--- config.mk ---
export PLATFORM = sky130hd
export DESIGN_NAME = line_follow_pd_motor_drive_flat
export DESIGN_NICKNAME = d
export VERILOG_FILES = /design/src/rtl/lf_pkg.sv /design/src/rtl/lf_intf.sv /design/src/rtl/lf_lane.sv /design/src/rtl/lf_cent.sv /design/src/rtl/lf_pd.sv /design/src/rtl/line_follow_pd_motor_drive.sv /design/src/flat_wrapper.sv
export SDC_FILE = /design/constraint.sdc
export NUM_CORES = 2
export LEC_CHECK = 0
export BUFFER_PORTS_ARGS = -buffer_cell sky130_fd_sc_hd__buf_2
export CAP_MARGIN = 30
export CELL_PAD_IN_SITES_DETAIL_PLACEMENT = 2
export CELL_PAD_IN_SITES_GLOBAL_PLACEMENT = 2
export CORE_ASPECT_RATIO = 0.7
export CORE_MARGIN = 3
export CORE_UTILIZATION = 34
export DETAILED_ROUTE_END_ITERATION = 8
export GPL_TIMING_DRIVEN = 0
export PLACE_DENSITY = 0.72
export SLEW_MARGIN = 0
export SYNTH_ARGS = -nofsm -noshare
export SYNTH_HDL_FRONTEND = slang
export SYNTH_SLANG_ARGS = --single-unit
--- constraint.sdc ---
create_clock -name i_clk -period 8.2 [get_ports i_clk]
set_clock_uncertainty 0.1 [all_clocks]
set_input_delay 1.23 -clock i_clk [delete_from_list [all_inputs] [get_ports i_clk]]
set_output_delay 1.23 -clock i_clk [all_outputs]
set_load 0.02 [all_outputs]
--- src/rtl/lf_pkg.sv ---
`timescale 1ns / 1ps
// lf_pkg: shared constants, codes and types for the line follower PD motor drive
// no dependencies; imported by every module and interface of the block

package lf_pkg;

    // frame geometry
    localparam int SENSOR_COUNT  = 8;
    localparam int SAMPLE_BITS   = 12;
    localparam int KIND_BITS     = 2;

    // field widths
    localparam int POS_BITS      = 13;
    localparam int DUTY_BITS     = 8;
    localparam int GAIN_BITS     = 16;
    localparam int BASE_BITS     = 11;
    localparam int CFG_IDX_BITS  = 2;
    localparam int CFG_DATA_BITS = 16;

    // arithmetic constants
    localparam int POS_STEP      = 1000;
    localparam int POS_MAX       = 8191;
    localparam int DUTY_MAX      = 255;
    localparam int Q_FRAC_BITS   = 12;
    localparam int ERR_BITS      = 14;
    localparam int DERIV_BITS    = 15;

    // PD pipeline sizing
    localparam int PD_STAGES     = 5;
    localparam int PROD_BITS     = GAIN_BITS + DERIV_BITS;
    localparam int PD_BITS       = PROD_BITS + 1;
    localparam int SPD_BITS      = PD_BITS + 1;

    // register reset values
    localparam int PROP_GAIN_RESET  = 41;
    localparam int DERIV_GAIN_RESET = 2048;
    localparam int BASE_SPEED_RESET = 50;
    localparam int TARGET_POS_RESET = 5500;

    // centroid divider sizing
    localparam int CNT_BITS      = $clog2(SENSOR_COUNT + 1);
    localparam int WEIGHT_MAX    = POS_STEP * SENSOR_COUNT * (SENSOR_COUNT - 1) / 2;
    localparam int WEIGHT_BITS   = $clog2(WEIGHT_MAX + 1);
    localparam int DIV_STEP      = 4;
    localparam int DIV_CYCLES    = (WEIGHT_BITS + DIV_STEP - 1) / DIV_STEP;
    localparam int DIV_BITS      = DIV_CYCLES * DIV_STEP;
    localparam int DIV_ITER_BITS = $clog2(DIV_CYCLES);
    localparam int QEXT_BITS     = (DIV_BITS > POS_BITS) ? DIV_BITS : POS_BITS;

    // frame kinds; the unused code is handled by default arms
    typedef enum logic [KIND_BITS-1:0] {
        KIND_WHITE = 2'd0,
        KIND_BLACK = 2'd1,
        KIND_RUN   = 2'd2
    } t_kind;

    // configuration register indexes
    typedef enum logic [CFG_IDX_BITS-1:0] {
        CFG_PROP_GAIN  = 2'd0,
        CFG_DERIV_GAIN = 2'd1,
        CFG_BASE_SPEED = 2'd2,
        CFG_TARGET_POS = 2'd3
    } t_cfg_idx;

    // top level sequencer states
    typedef enum logic [2:0] {
        ST_IDLE,
        ST_MARK,
        ST_DIV,
        ST_PD,
        ST_OUT
    } t_state;

    typedef struct packed {
        logic signed [GAIN_BITS-1:0] prop_gain;
        logic signed [GAIN_BITS-1:0] deriv_gain;
        logic signed [BASE_BITS-1:0] base_speed;
        logic        [POS_BITS-1:0]  target_position;
    } t_cfg;

    typedef struct packed {
        logic wr_white;
        logic wr_black;
        logic run;
    } t_lane_ctrl;

    typedef struct packed {
        logic                done;
        logic                seen;
        logic [POS_BITS-1:0] pos;
    } t_cent;

    typedef struct packed {
        logic                start;
        logic [POS_BITS-1:0] pos;
    } t_pd_req;

    typedef struct packed {
        logic                 done;
        logic [DUTY_BITS-1:0] left_fwd;
        logic [DUTY_BITS-1:0] left_rev;
        logic [DUTY_BITS-1:0] right_fwd;
        logic [DUTY_BITS-1:0] right_rev;
    } t_pd_res;

    typedef struct packed {
        logic [POS_BITS-1:0]  line_position;
        logic                 line_seen;
        logic [DUTY_BITS-1:0] left_forward_duty;
        logic [DUTY_BITS-1:0] left_reverse_duty;
        logic [DUTY_BITS-1:0] right_forward_duty;
        logic [DUTY_BITS-1:0] right_reverse_duty;
    } t_result;

endpackage

--- src/rtl/lf_intf.sv ---
`timescale 1ns / 1ps
// lf_frame_if and lf_result_if: valid/ready channels for sensor frames and drive results
// depends on lf_pkg

interface lf_frame_if import lf_pkg::*; ();
    logic                   valid;
    logic                   ready;
    logic [KIND_BITS-1:0]   kind;
    logic [SAMPLE_BITS-1:0] sample_0;
    logic [SAMPLE_BITS-1:0] sample_1;
    logic [SAMPLE_BITS-1:0] sample_2;
    logic [SAMPLE_BITS-1:0] sample_3;
    logic [SAMPLE_BITS-1:0] sample_4;
    logic [SAMPLE_BITS-1:0] sample_5;
    logic [SAMPLE_BITS-1:0] sample_6;
    logic [SAMPLE_BITS-1:0] sample_7;

    modport source (
        output valid, kind, sample_0, sample_1, sample_2, sample_3,
               sample_4, sample_5, sample_6, sample_7,
        input  ready
    );
    modport sink (
        input  valid, kind, sample_0, sample_1, sample_2, sample_3,
               sample_4, sample_5, sample_6, sample_7,
        output ready
    );
endinterface

interface lf_result_if import lf_pkg::*; ();
    logic                 valid;
    logic                 ready;
    logic [POS_BITS-1:0]  line_position;
    logic                 line_seen;
    logic [DUTY_BITS-1:0] left_forward_duty;
    logic [DUTY_BITS-1:0] left_reverse_duty;
    logic [DUTY_BITS-1:0] right_forward_duty;
    logic [DUTY_BITS-1:0] right_reverse_duty;

    modport source (
        output valid, line_position, line_seen, left_forward_duty, left_reverse_duty,
               right_forward_duty, right_reverse_duty,
        input  ready
    );
    modport sink (
        input  valid, line_position, line_seen, left_forward_duty, left_reverse_duty,
               right_forward_duty, right_reverse_duty,
        output ready
    );
endinterface

--- src/rtl/lf_lane.sv ---
`timescale 1ns / 1ps
// lf_lane: one sensor lane, holds white and black levels and marks samples above threshold
// depends on lf_pkg

module lf_lane import lf_pkg::*; (
    input  logic                   i_clk,
    input  logic                   i_rst_n,
    input  t_lane_ctrl             i_ctrl,
    input  logic [SAMPLE_BITS-1:0] i_sample,
    output logic                   o_mark
);

    logic [SAMPLE_BITS-1:0] r_white;
    logic [SAMPLE_BITS-1:0] r_black;
    logic                   r_mark;
    logic [SAMPLE_BITS:0]   level_sum;
    logic [SAMPLE_BITS-1:0] threshold;

    // midpoint of the two calibration levels
    assign level_sum = {1'b0, r_white} + {1'b0, r_black};
    assign threshold = level_sum[SAMPLE_BITS:1];

    // calibration levels
    always_ff @(posedge i_clk) begin
        if (!i_rst_n) begin
            r_white <= '0;
            r_black <= '0;
        end else begin
            if (i_ctrl.wr_white) begin
                r_white <= i_sample;
            end
            if (i_ctrl.wr_black) begin
                r_black <= i_sample;
            end
        end
    end

    // mark on run frames
    always_ff @(posedge i_clk) begin
        if (i_ctrl.run) begin
            r_mark <= (i_sample > threshold);
        end
    end

    assign o_mark = r_mark;

endmodule

--- src/rtl/lf_cent.sv ---
`timescale 1ns / 1ps
// lf_cent: merges lane marks into count and weighted sum, then divides for the centroid
// depends on lf_pkg; radix-16 restoring divider, DIV_STEP quotient bits per cycle

module lf_cent import lf_pkg::*; (
    input  logic                    i_clk,
    input  logic                    i_rst_n,
    input  logic                    i_start,
    input  logic [SENSOR_COUNT-1:0] i_marks,
    output t_cent                   o_cent
);

    logic                     r_busy;
    logic                     r_done;
    logic [DIV_ITER_BITS-1:0] r_iter;
    logic [DIV_BITS-1:0]      r_dvd;
    logic [CNT_BITS-1:0]      r_dsr;
    logic [CNT_BITS-1:0]      r_rem;
    logic                     r_seen;

    logic [DIV_BITS-1:0]      n_dvd;
    logic [CNT_BITS-1:0]      n_rem;
    logic [CNT_BITS:0]        trial;
    logic [CNT_BITS-1:0]      count;
    logic [WEIGHT_BITS-1:0]   weight;
    logic [QEXT_BITS-1:0]     quot_ext;

    // merge: count of marked lanes and sum of their positions
    always_comb begin
        count  = '0;
        weight = '0;
        for (int i = 0; i < SENSOR_COUNT; i++) begin
            if (i_marks[i]) begin
                count  = count + CNT_BITS'(1);
                weight = weight + WEIGHT_BITS'(i * POS_STEP);
            end
        end
    end

    // DIV_STEP restoring steps per cycle; quotient bits shift in at the bottom
    always_comb begin
        n_dvd = r_dvd;
        n_rem = r_rem;
        trial = '0;
        for (int k = 0; k < DIV_STEP; k++) begin
            trial = {n_rem, n_dvd[DIV_BITS-1]};
            n_dvd = n_dvd << 1;
            if (trial >= {1'b0, r_dsr}) begin
                trial    = trial - {1'b0, r_dsr};
                n_dvd[0] = 1'b1;
            end
            n_rem = trial[CNT_BITS-1:0];
        end
    end

    // divider control
    always_ff @(posedge i_clk) begin
        if (!i_rst_n) begin
            r_busy <= 1'b0;
            r_done <= 1'b0;
            r_iter <= '0;
        end else begin
            r_done <= 1'b0;
            if (i_start) begin
                r_busy <= 1'b1;
                r_iter <= DIV_ITER_BITS'(DIV_CYCLES - 1);
            end else if (r_busy) begin
                r_iter <= r_iter - DIV_ITER_BITS'(1);
                if (r_iter == '0) begin
                    r_busy <= 1'b0;
                    r_done <= 1'b1;
                end
            end
        end
    end

    // divider datapath
    always_ff @(posedge i_clk) begin
        if (i_start) begin
            r_dvd  <= DIV_BITS'(weight);
            r_dsr  <= count;
            r_rem  <= '0;
            r_seen <= |i_marks;
        end else if (r_busy) begin
            r_dvd <= n_dvd;
            r_rem <= n_rem;
        end
    end

    // saturate the quotient to the position range
    assign quot_ext    = QEXT_BITS'(r_dvd);
    assign o_cent.done = r_done;
    assign o_cent.seen = r_seen;
    assign o_cent.pos  = (quot_ext > QEXT_BITS'(POS_MAX)) ? POS_BITS'(POS_MAX)
                                                          : quot_ext[POS_BITS-1:0];

endmodule

--- src/rtl/lf_pd.sv ---
`timescale 1ns / 1ps
// lf_pd: five-stage PD step from line position to left and right PWM duties
// depends on lf_pkg; keeps the previous error between run frames

module lf_pd import lf_pkg::*; (
    input  logic    i_clk,
    input  logic    i_rst_n,
    input  t_cfg    i_cfg,
    input  t_pd_req i_req,
    output t_pd_res o_res
);

    logic [PD_STAGES-1:0]        r_vld;
    logic signed [ERR_BITS-1:0]  r_prev;
    logic signed [ERR_BITS-1:0]  r_err;
    logic signed [DERIV_BITS-1:0] r_deriv;
    logic signed [PROD_BITS-1:0] r_pprod;
    logic signed [PROD_BITS-1:0] r_dprod;
    logic signed [PD_BITS-1:0]   r_pd;
    logic signed [SPD_BITS-1:0]  r_left_x;
    logic signed [SPD_BITS-1:0]  r_right_x;
    logic [2*DUTY_BITS-1:0]      r_left_duty;
    logic [2*DUTY_BITS-1:0]      r_right_duty;

    logic signed [ERR_BITS-1:0]   err;
    logic signed [DERIV_BITS-1:0] deriv;
    logic signed [PROD_BITS-1:0]  pgain_ext;
    logic signed [PROD_BITS-1:0]  dgain_ext;
    logic signed [PROD_BITS-1:0]  err_ext;
    logic signed [PROD_BITS-1:0]  deriv_ext;
    logic signed [SPD_BITS-1:0]   base_x;

    // truncate a Q.12 speed toward zero, then split into forward and reverse duty
    function automatic logic [2*DUTY_BITS-1:0] split_speed(
        input logic signed [SPD_BITS-1:0] x
    );
        logic signed [SPD_BITS-1:0] q;
        logic [SPD_BITS-1:0]        mag;
        logic [DUTY_BITS-1:0]       fwd;
        logic [DUTY_BITS-1:0]       rev;
        begin
            q = x >>> Q_FRAC_BITS;
            if (x < 0 && x[Q_FRAC_BITS-1:0] != '0) begin
                q = q + SPD_BITS'(1);
            end
            fwd = '0;
            rev = '0;
            if (q < 0) begin
                mag = $unsigned(-q);
                rev = (mag > SPD_BITS'(DUTY_MAX)) ? DUTY_BITS'(DUTY_MAX) : mag[DUTY_BITS-1:0];
            end else begin
                mag = $unsigned(q);
                fwd = (mag > SPD_BITS'(DUTY_MAX)) ? DUTY_BITS'(DUTY_MAX) : mag[DUTY_BITS-1:0];
            end
            return {fwd, rev};
        end
    endfunction

    // error and derivative
    assign err   = $signed({1'b0, i_cfg.target_position}) - $signed({1'b0, i_req.pos});
    assign deriv = DERIV_BITS'(err) - DERIV_BITS'(r_prev);

    // operands extended to product width
    assign pgain_ext = PROD_BITS'(i_cfg.prop_gain);
    assign dgain_ext = PROD_BITS'(i_cfg.deriv_gain);
    assign err_ext   = PROD_BITS'(r_err);
    assign deriv_ext = PROD_BITS'(r_deriv);
    assign base_x    = SPD_BITS'(i_cfg.base_speed) <<< Q_FRAC_BITS;

    // stage valids and previous error
    always_ff @(posedge i_clk) begin
        if (!i_rst_n) begin
            r_vld  <= '0;
            r_prev <= '0;
        end else begin
            r_vld <= {r_vld[PD_STAGES-2:0], i_req.start};
            if (i_req.start) begin
                r_prev <= err;
            end
        end
    end

    // datapath stages
    always_ff @(posedge i_clk) begin
        if (i_req.start) begin
            r_err   <= err;
            r_deriv <= deriv;
        end
        r_pprod      <= pgain_ext * err_ext;
        r_dprod      <= dgain_ext * deriv_ext;
        r_pd         <= PD_BITS'(r_pprod) + PD_BITS'(r_dprod);
        r_left_x     <= base_x - SPD_BITS'(r_pd);
        r_right_x    <= base_x + SPD_BITS'(r_pd);
        r_left_duty  <= split_speed(r_left_x);
        r_right_duty <= split_speed(r_right_x);
    end

    assign o_res.done      = r_vld[PD_STAGES-1];
    assign o_res.left_fwd  = r_left_duty[2*DUTY_BITS-1:DUTY_BITS];
    assign o_res.left_rev  = r_left_duty[DUTY_BITS-1:0];
    assign o_res.right_fwd = r_right_duty[2*DUTY_BITS-1:DUTY_BITS];
    assign o_res.right_rev = r_right_duty[DUTY_BITS-1:0];

endmodule

--- src/rtl/line_follow_pd_motor_drive.sv ---
`timescale 1ns / 1ps
// line_follow_pd_motor_drive: top level, sequencer, configuration registers and output register
// depends on lf_pkg, lf_intf, lf_lane, lf_cent, lf_pd

// One frame of eight reflectance samples is taken at a time. White and black calibration
// frames store per-sensor levels and, like frames of the unused kind, load the held position
// with zero duties into the output register once that register is free. A run frame is
// thresholded in eight parallel lanes, merged into a count and weighted sum, divided in a
// radix-16 divider and passed through a five-stage PD pipeline; its result then moves into
// the output register. The next frame is accepted only after the previous result has moved
// into the output register, so no second frame is taken while one is in flight.
// Configuration writes are taken in any cycle and should be made while no frame is in flight.

module line_follow_pd_motor_drive import lf_pkg::*; (
    input  logic                     i_clk,
    input  logic                     i_rst_n,
    lf_frame_if.sink                 i_in,
    lf_result_if.source              o_out,
    input  logic                     i_cfg_wr_en,
    input  logic [CFG_IDX_BITS-1:0]  i_cfg_index,
    input  logic [CFG_DATA_BITS-1:0] i_cfg_wdata
);

    t_state              r_state;
    t_state              n_state;
    t_cfg                r_cfg;
    logic [POS_BITS-1:0] r_held;
    logic [POS_BITS-1:0] n_held;
    t_result             r_res;
    t_result             n_res;
    t_result             r_out;
    t_result             n_out;
    logic                r_out_valid;
    logic                n_out_valid;

    t_kind                  in_kind;
    t_lane_ctrl             lane_ctrl;
    logic                   cent_start;
    t_cent                  cent;
    t_pd_req                pd_req;
    t_pd_res                pd_res;
    logic [SENSOR_COUNT-1:0] lane_mark;
    logic [SAMPLE_BITS-1:0] sample [SENSOR_COUNT];

    assign in_kind   = t_kind'(i_in.kind);
    assign sample[0] = i_in.sample_0;
    assign sample[1] = i_in.sample_1;
    assign sample[2] = i_in.sample_2;
    assign sample[3] = i_in.sample_3;
    assign sample[4] = i_in.sample_4;
    assign sample[5] = i_in.sample_5;
    assign sample[6] = i_in.sample_6;
    assign sample[7] = i_in.sample_7;

    // sensor lanes
    for (genvar g = 0; g < SENSOR_COUNT; g++) begin : g_lane
        lf_lane u_lane (
            .i_clk    (i_clk),
            .i_rst_n  (i_rst_n),
            .i_ctrl   (lane_ctrl),
            .i_sample (sample[g]),
            .o_mark   (lane_mark[g])
        );
    end

    // merge and centroid divide
    lf_cent u_cent (
        .i_clk   (i_clk),
        .i_rst_n (i_rst_n),
        .i_start (cent_start),
        .i_marks (lane_mark),
        .o_cent  (cent)
    );

    // PD steering
    lf_pd u_pd (
        .i_clk   (i_clk),
        .i_rst_n (i_rst_n),
        .i_cfg   (r_cfg),
        .i_req   (pd_req),
        .o_res   (pd_res)
    );

    // configuration registers
    always_ff @(posedge i_clk) begin
        if (!i_rst_n) begin
            r_cfg.prop_gain       <= GAIN_BITS'(PROP_GAIN_RESET);
            r_cfg.deriv_gain      <= GAIN_BITS'(DERIV_GAIN_RESET);
            r_cfg.base_speed      <= BASE_BITS'(BASE_SPEED_RESET);
            r_cfg.target_position <= POS_BITS'(TARGET_POS_RESET);
        end else if (i_cfg_wr_en) begin
            case (t_cfg_idx'(i_cfg_index))
                CFG_PROP_GAIN:  r_cfg.prop_gain       <= i_cfg_wdata[GAIN_BITS-1:0];
                CFG_DERIV_GAIN: r_cfg.deriv_gain      <= i_cfg_wdata[GAIN_BITS-1:0];
                CFG_BASE_SPEED: r_cfg.base_speed      <= i_cfg_wdata[BASE_BITS-1:0];
                CFG_TARGET_POS: r_cfg.target_position <= i_cfg_wdata[POS_BITS-1:0];
                default: begin
                end
            endcase
        end
    end

    // sequencer next state and outputs
    always_comb begin
        n_state     = r_state;
        n_held      = r_held;
        n_res       = r_res;
        n_out       = r_out;
        n_out_valid = r_out_valid && !o_out.ready;
        lane_ctrl   = '0;
        cent_start  = 1'b0;
        pd_req      = '0;
        case (r_state)
            ST_IDLE: begin
                if (i_in.valid) begin
                    n_res               = '0;
                    n_res.line_position = r_held;
                    case (in_kind)
                        KIND_WHITE: begin
                            lane_ctrl.wr_white = 1'b1;
                            n_state            = ST_OUT;
                        end
                        KIND_BLACK: begin
                            lane_ctrl.wr_black = 1'b1;
                            n_state            = ST_OUT;
                        end
                        KIND_RUN: begin
                            lane_ctrl.run = 1'b1;
                            n_state       = ST_MARK;
                        end
                        default: begin
                            n_state = ST_OUT;
                        end
                    endcase
                end
            end
            ST_MARK: begin
                cent_start = 1'b1;
                n_state    = ST_DIV;
            end
            ST_DIV: begin
                if (cent.done) begin
                    pd_req.start    = 1'b1;
                    n_res.line_seen = cent.seen;
                    if (cent.seen) begin
                        pd_req.pos          = cent.pos;
                        n_held              = cent.pos;
                        n_res.line_position = cent.pos;
                    end else begin
                        pd_req.pos          = r_held;
                        n_res.line_position = r_held;
                    end
                    n_state = ST_PD;
                end
            end
            ST_PD: begin
                if (pd_res.done) begin
                    n_res.left_forward_duty  = pd_res.left_fwd;
                    n_res.left_reverse_duty  = pd_res.left_rev;
                    n_res.right_forward_duty = pd_res.right_fwd;
                    n_res.right_reverse_duty = pd_res.right_rev;
                    n_state                  = ST_OUT;
                end
            end
            ST_OUT: begin
                if (!r_out_valid || o_out.ready) begin
                    n_out       = r_res;
                    n_out_valid = 1'b1;
                    n_state     = ST_IDLE;
                end
            end
            default: begin
                n_state = ST_IDLE;
            end
        endcase
    end

    // control state
    always_ff @(posedge i_clk) begin
        if (!i_rst_n) begin
            r_state     <= ST_IDLE;
            r_held      <= '0;
            r_out_valid <= 1'b0;
        end else begin
            r_state     <= n_state;
            r_held      <= n_held;
            r_out_valid <= n_out_valid;
        end
    end

    // result staging and output payload
    always_ff @(posedge i_clk) begin
        r_res <= n_res;
        r_out <= n_out;
    end

    assign i_in.ready               = (r_state == ST_IDLE);
    assign o_out.valid              = r_out_valid;
    assign o_out.line_position      = r_out.line_position;
    assign o_out.line_seen          = r_out.line_seen;
    assign o_out.left_forward_duty  = r_out.left_forward_duty;
    assign o_out.left_reverse_duty  = r_out.left_reverse_duty;
    assign o_out.right_forward_duty = r_out.right_forward_duty;
    assign o_out.right_reverse_duty = r_out.right_reverse_duty;

endmodule

--- src/flat_wrapper.sv ---
// flat-port wrapper written by rule: the top's interface ports become plain ports
module line_follow_pd_motor_drive_flat import lf_pkg::*;
  (i_clk, i_rst_n, i_cfg_wr_en, i_cfg_index, i_cfg_wdata, i_in_valid, i_in_kind, i_in_sample_0, i_in_sample_1, i_in_sample_2, i_in_sample_3, i_in_sample_4, i_in_sample_5, i_in_sample_6, i_in_sample_7, i_in_ready, o_out_valid, o_out_line_position, o_out_line_seen, o_out_left_forward_duty, o_out_left_reverse_duty, o_out_right_forward_duty, o_out_right_reverse_duty, o_out_ready);
  lf_frame_if i_in_i ();
  lf_result_if o_out_i ();
  input  logic i_clk;
  input  logic i_rst_n;
  input  logic i_cfg_wr_en;
  input  logic [CFG_IDX_BITS-1:0] i_cfg_index;
  input  logic [CFG_DATA_BITS-1:0] i_cfg_wdata;
  input wire logic [$bits(i_in_i.valid)-1:0] i_in_valid;
  input wire logic [$bits(i_in_i.kind)-1:0] i_in_kind;
  input wire logic [$bits(i_in_i.sample_0)-1:0] i_in_sample_0;
  input wire logic [$bits(i_in_i.sample_1)-1:0] i_in_sample_1;
  input wire logic [$bits(i_in_i.sample_2)-1:0] i_in_sample_2;
  input wire logic [$bits(i_in_i.sample_3)-1:0] i_in_sample_3;
  input wire logic [$bits(i_in_i.sample_4)-1:0] i_in_sample_4;
  input wire logic [$bits(i_in_i.sample_5)-1:0] i_in_sample_5;
  input wire logic [$bits(i_in_i.sample_6)-1:0] i_in_sample_6;
  input wire logic [$bits(i_in_i.sample_7)-1:0] i_in_sample_7;
  output wire logic [$bits(i_in_i.ready)-1:0] i_in_ready;
  output wire logic [$bits(o_out_i.valid)-1:0] o_out_valid;
  output wire logic [$bits(o_out_i.line_position)-1:0] o_out_line_position;
  output wire logic [$bits(o_out_i.line_seen)-1:0] o_out_line_seen;
  output wire logic [$bits(o_out_i.left_forward_duty)-1:0] o_out_left_forward_duty;
  output wire logic [$bits(o_out_i.left_reverse_duty)-1:0] o_out_left_reverse_duty;
  output wire logic [$bits(o_out_i.right_forward_duty)-1:0] o_out_right_forward_duty;
  output wire logic [$bits(o_out_i.right_reverse_duty)-1:0] o_out_right_reverse_duty;
  input wire logic [$bits(o_out_i.ready)-1:0] o_out_ready;
  assign i_in_i.valid = i_in_valid;
  assign i_in_i.kind = i_in_kind;
  assign i_in_i.sample_0 = i_in_sample_0;
  assign i_in_i.sample_1 = i_in_sample_1;
  assign i_in_i.sample_2 = i_in_sample_2;
  assign i_in_i.sample_3 = i_in_sample_3;
  assign i_in_i.sample_4 = i_in_sample_4;
  assign i_in_i.sample_5 = i_in_sample_5;
  assign i_in_i.sample_6 = i_in_sample_6;
  assign i_in_i.sample_7 = i_in_sample_7;
  assign i_in_ready = i_in_i.ready;
  assign o_out_valid = o_out_i.valid;
  assign o_out_line_position = o_out_i.line_position;
  assign o_out_line_seen = o_out_i.line_seen;
  assign o_out_left_forward_duty = o_out_i.left_forward_duty;
  assign o_out_left_reverse_duty = o_out_i.left_reverse_duty;
  assign o_out_right_forward_duty = o_out_i.right_forward_duty;
  assign o_out_right_reverse_duty = o_out_i.right_reverse_duty;
  assign o_out_i.ready = o_out_ready;
  line_follow_pd_motor_drive u_core (.i_clk(i_clk), .i_rst_n(i_rst_n), .i_in(i_in_i), .o_out(o_out_i), .i_cfg_wr_en(i_cfg_wr_en), .i_cfg_index(i_cfg_index), .i_cfg_wdata(i_cfg_wdata));
endmodule
==> impl_metrics.ini <==
[global_route]
grt_max_degree = 39
grt.total_usage_pct = 21.86
grt-ovfl-total = 0
antenna_found_initial = 27
grt_pass1_wl_mm = 269.2
grt_pass1_vias = 45210

[clocking]
htree_levels = 3
root_buffer = clkbuf_16
clk_latency_ns = 0.69
clock-sinks = 632
cts_made_buffers = 74
cts_hold_buf = 0
clkTransAtPathRegs_ns = 0.06
clk_path_buf_depth = 3
cts_tree = done

[cells_and_area]
multi_input_area_um2 = 34410
drive_gt1_share_pct = 7.480
regArea_um2 = 14150
final_util_pct = 38.75
synthToLayoutAreaGrowth_pct = 12.06
fin_nets = 6924
fillers = 16400

[synthesis]
synth_largest_area_cell = dfxtp_1
synth_edf_count = 149
synth_cell_types = 104
mappedNetlistNets = 6666
yosysSeqAreaShare_pct = 27.40
synth_top_area_share_pct = 18.73
synth_compound_area_share_pct = 13.38
synth_area_leaders = dfxtp_1, fa_1, ha_1, edfxtp_1, nand2_1
syn_avg_cell_area_um2 = 9.228
synth_xor_area_share_pct = 5.915
syn_inst = 5593
synth_top_family_by_area = adder cells
synth-seq-cells = 632
synth-simple-area-share_pct = 16.52
synth_area_um2 = 51610
yosys.area_share.adder_pct = 29.92
yosys_warnings = 0
synthMuxAreaShare_pct = 0.8243
async_flop_share_pct = 0
synthFlopType = dfxtp_1

[timing]
rsz0062_at_grt = true
post-route-period-util_pct = 96.28
finalSetupViolCount = 0
period_minus_slack_ns = 7.895
max_slew_margin_pct = 31.13
drv_slew = 0
tightest_slew_ns = 1.031
max_freq_mhz = 126.7
tns_ns = 0
hold_viol_final = 0

[pwr]
p_per_area_nw_per_um2 = 231.5
power_leakage_nw = 25.11
ir_drop_uv = 144.6

[min_path]
holdPathStages = 0
hold_class = reg -> reg

[floorplan]
rows = 118
dieArea_um2 = 156600
core-area_um2 = 149300
fp.dieH_um = 332.0
start_util_pct = 34.58
die_w_um = 471.7
top_level_ports = 169

[detailed_routing]
drt_pass1_iterations = 5
drt_iter0_markers = 2089
ant_nets = 0
via_per_inst = 5.138
routed_wirelength_mm = 171.9
post_drt_wl_per_cell_um = 21.73
via_count = 40630
drc_errors = 0

[critical_path]
ff2ff_path_depth = 21
cp-end-kind = register
arrival_ns = 8.30
path_class = reg -> reg
start_kind = register
critPathRequiredTime_ns = 8.60
crit_fanout = 10

[placed_design]
port_buffers = 167
dp.final_hpwl_mm = 138.6
gp_congestion = 0.8442

[run]
drv_cap = 0

[outcome]
status = finished, final reports clean
==> flip-flops by register name (all words and copies together), names as in the netlist, 5 cells and up <==
signal / flops
u_core.g_lane.u_lane.o_mark: 8
u_core.g_lane.u_lane.r_black: 96
u_core.g_lane.u_lane.r_white: 96
u_core.o_out.left_forward_duty: 8
u_core.o_out.left_reverse_duty: 8
u_core.o_out.line_position: 13
u_core.o_out.right_forward_duty: 8
u_core.o_out.right_reverse_duty: 8
u_core.r_cfg: 56
u_core.r_held: 13
u_core.r_res: 46
u_core.u_cent.quot_ext: 16
u_core.u_pd.r_deriv: 15
u_core.u_pd.r_dprod: 31
u_core.u_pd.r_err: 14
u_core.u_pd.r_left_duty: 16
u_core.u_pd.r_left_x: 32
u_core.u_pd.r_pd: 32
u_core.u_pd.r_pprod: 30
u_core.u_pd.r_prev: 14
u_core.u_pd.r_right_duty: 16
u_core.u_pd.r_right_x: 33
u_core.u_pd.r_vld: 5
==> synth_stat cells (all sizes together) (9+ instances only) <==
master  number
nand2      921
inv        619
dfxtp      483
ha         482
fa         470
a21boi     254
and2       253
xnor2      238
a21oi      221
nor2       201
clkbuf     179
edfxtp     149
o21ai      111
xor2       108
a21o        84
nand3       76
nor3        66
nand2b      65
o21bai      50
nor2b       46
nand4       42
a31oi       34
and3        34
a211oi      30
o21a        29
nor4        26
buf         23
or3         23
mux2i       21
o211ai      20
mux2        18
o22a        16
o31ai       14
o221a       12
o221ai      12
or2         12
o41ai       11
a31o        10
nand3b      10
nor3b        9
==> cell usage in the layout, fill, tap and decap left out, types with 103 or more instances in the layout <==
cell,n
a21boi_0,254
a21oi_1,220
and2_1,252
buf_2,180
clkbuf_1,170
dfxtp_1,478
edfxtp_1,149
fa_1,469
ha_1,482
inv_1,615
nand2_1,921
nor2_1,200
o21ai_0,103
xnor2_1,235
xor2_1,108
==> through the flow <==
step | instances | power (mW) | cell area [um2] | hold WS (ns) | setup slack (ns)
2_1_floorplan | 5593 | 8.119 | 51610 | 0.2434 | 1.619
5_1_grt | 7892 | 14.42 | 57800 | 0.2806 | -0.1191
6_report | 7908 | 13.39 | 57840 | 0.2746 | 0.3053
3_5_place_dp | 7748 | 9.838 | 55040 | 0.2649 | -0.6221
4_1_cts | 7884 | 13.55 | 57660 | 0.2708 | 0.01840
3_3_place_gp | 7740 | 9.557 | 54920 | 0.2596 | -0.5200
==> what timing repair did <==
| action | in CTS | in global routing |
|---|---|---|
| setup buffers | 2 | 6 |
| resized for setup | 13 | 45 |
| pin swaps | 1 | 1 |
| setup endpoints to repair | 3 | 7 |
| gates cloned | 0 | 0 |
==> layer usage <==
| layer | vias up | wire, um | GRT usage, % |
|---|---|---|---|
| li1 | 19070 | - | - |
| met1 | 20850 | 81470 | 30.04 |
| met2 | 545 | 81460 | 36.99 |
| met3 | 161 | 5796 | 2.645 |
| met4 | 4 | 3087 | 4.334 |
| met5 | - | 34 | 0 |
==> logic make-up (layout without fill, tap and decap cells) <==
| group | after synthesis | after routing |
|---|---|---|
| muxes | 39 | 39 |
| adders and majority gates | 952 | 952 |
| xor gates and xnor gates | 346 | 346 |
| AOI/OAI and AO/OA | 996 | 996 |
| buffers and inverters | 821 | 1137 |
| other | 0 | 19 |
| DFF | 632 | 632 |
| and+or+nand+nor | 1807 | 1807 |
==> final cells by class <==
type	instances	area share [%]
inverters	619	4.017
multi-input cells	4140	59.49
flip-flops and latches	632	24.47
diodes	19	0.08221
plain buffers	201	1.430
repair buffers	183	1.767
clock inverters	36	0.9151
clock buffers	98	3.550
well taps	1980	4.283
==> worst max-delay path: stages, from the launching register on <==
cell and delay, ns:
edfxtp_1 0.67, clkbuf_1 0.51, nand2_1 0.16, fa_1 0.51, fa_1 0.56, inv_1 0.06
fa_1 0.53, inv_1 0.05, fa_1 0.50, fa_1 0.54, inv_1 0.06, fa_1 0.50
ha_1 0.41, a21oi_1 0.20, nand2_1 0.07, a31o_2 0.24, a221oi_2 0.39, o21ai_0 0.31
o41ai_2 0.36, o21ai_0 0.24, o41ai_1 0.40, xnor2_1 0.33
==> where the power goes <==
part	internal (mW)	switching (mW)
Clock	2.10	1.49
Combinational	2.25	3.34
Sequential	3.79	0.428
Total	8.13	5.25
==> worst paths after layout <==
kind | from | to | slack, ns
setup / recovery | u_core.u_pd.r_deriv[13] | u_core.u_pd.r_dprod[29] | 0.31
hold / removal | u_core.u_pd.r_pd[0] | u_core.u_pd.r_right_x[0] | 0.27
setup reg to reg | u_core.u_pd.r_deriv[13] | u_core.u_pd.r_dprod[29] | 0.31
hold reg to reg | u_core.u_pd.r_pd[0] | u_core.u_pd.r_right_x[0] | 0.27
(Power assumes the default switching activity.)
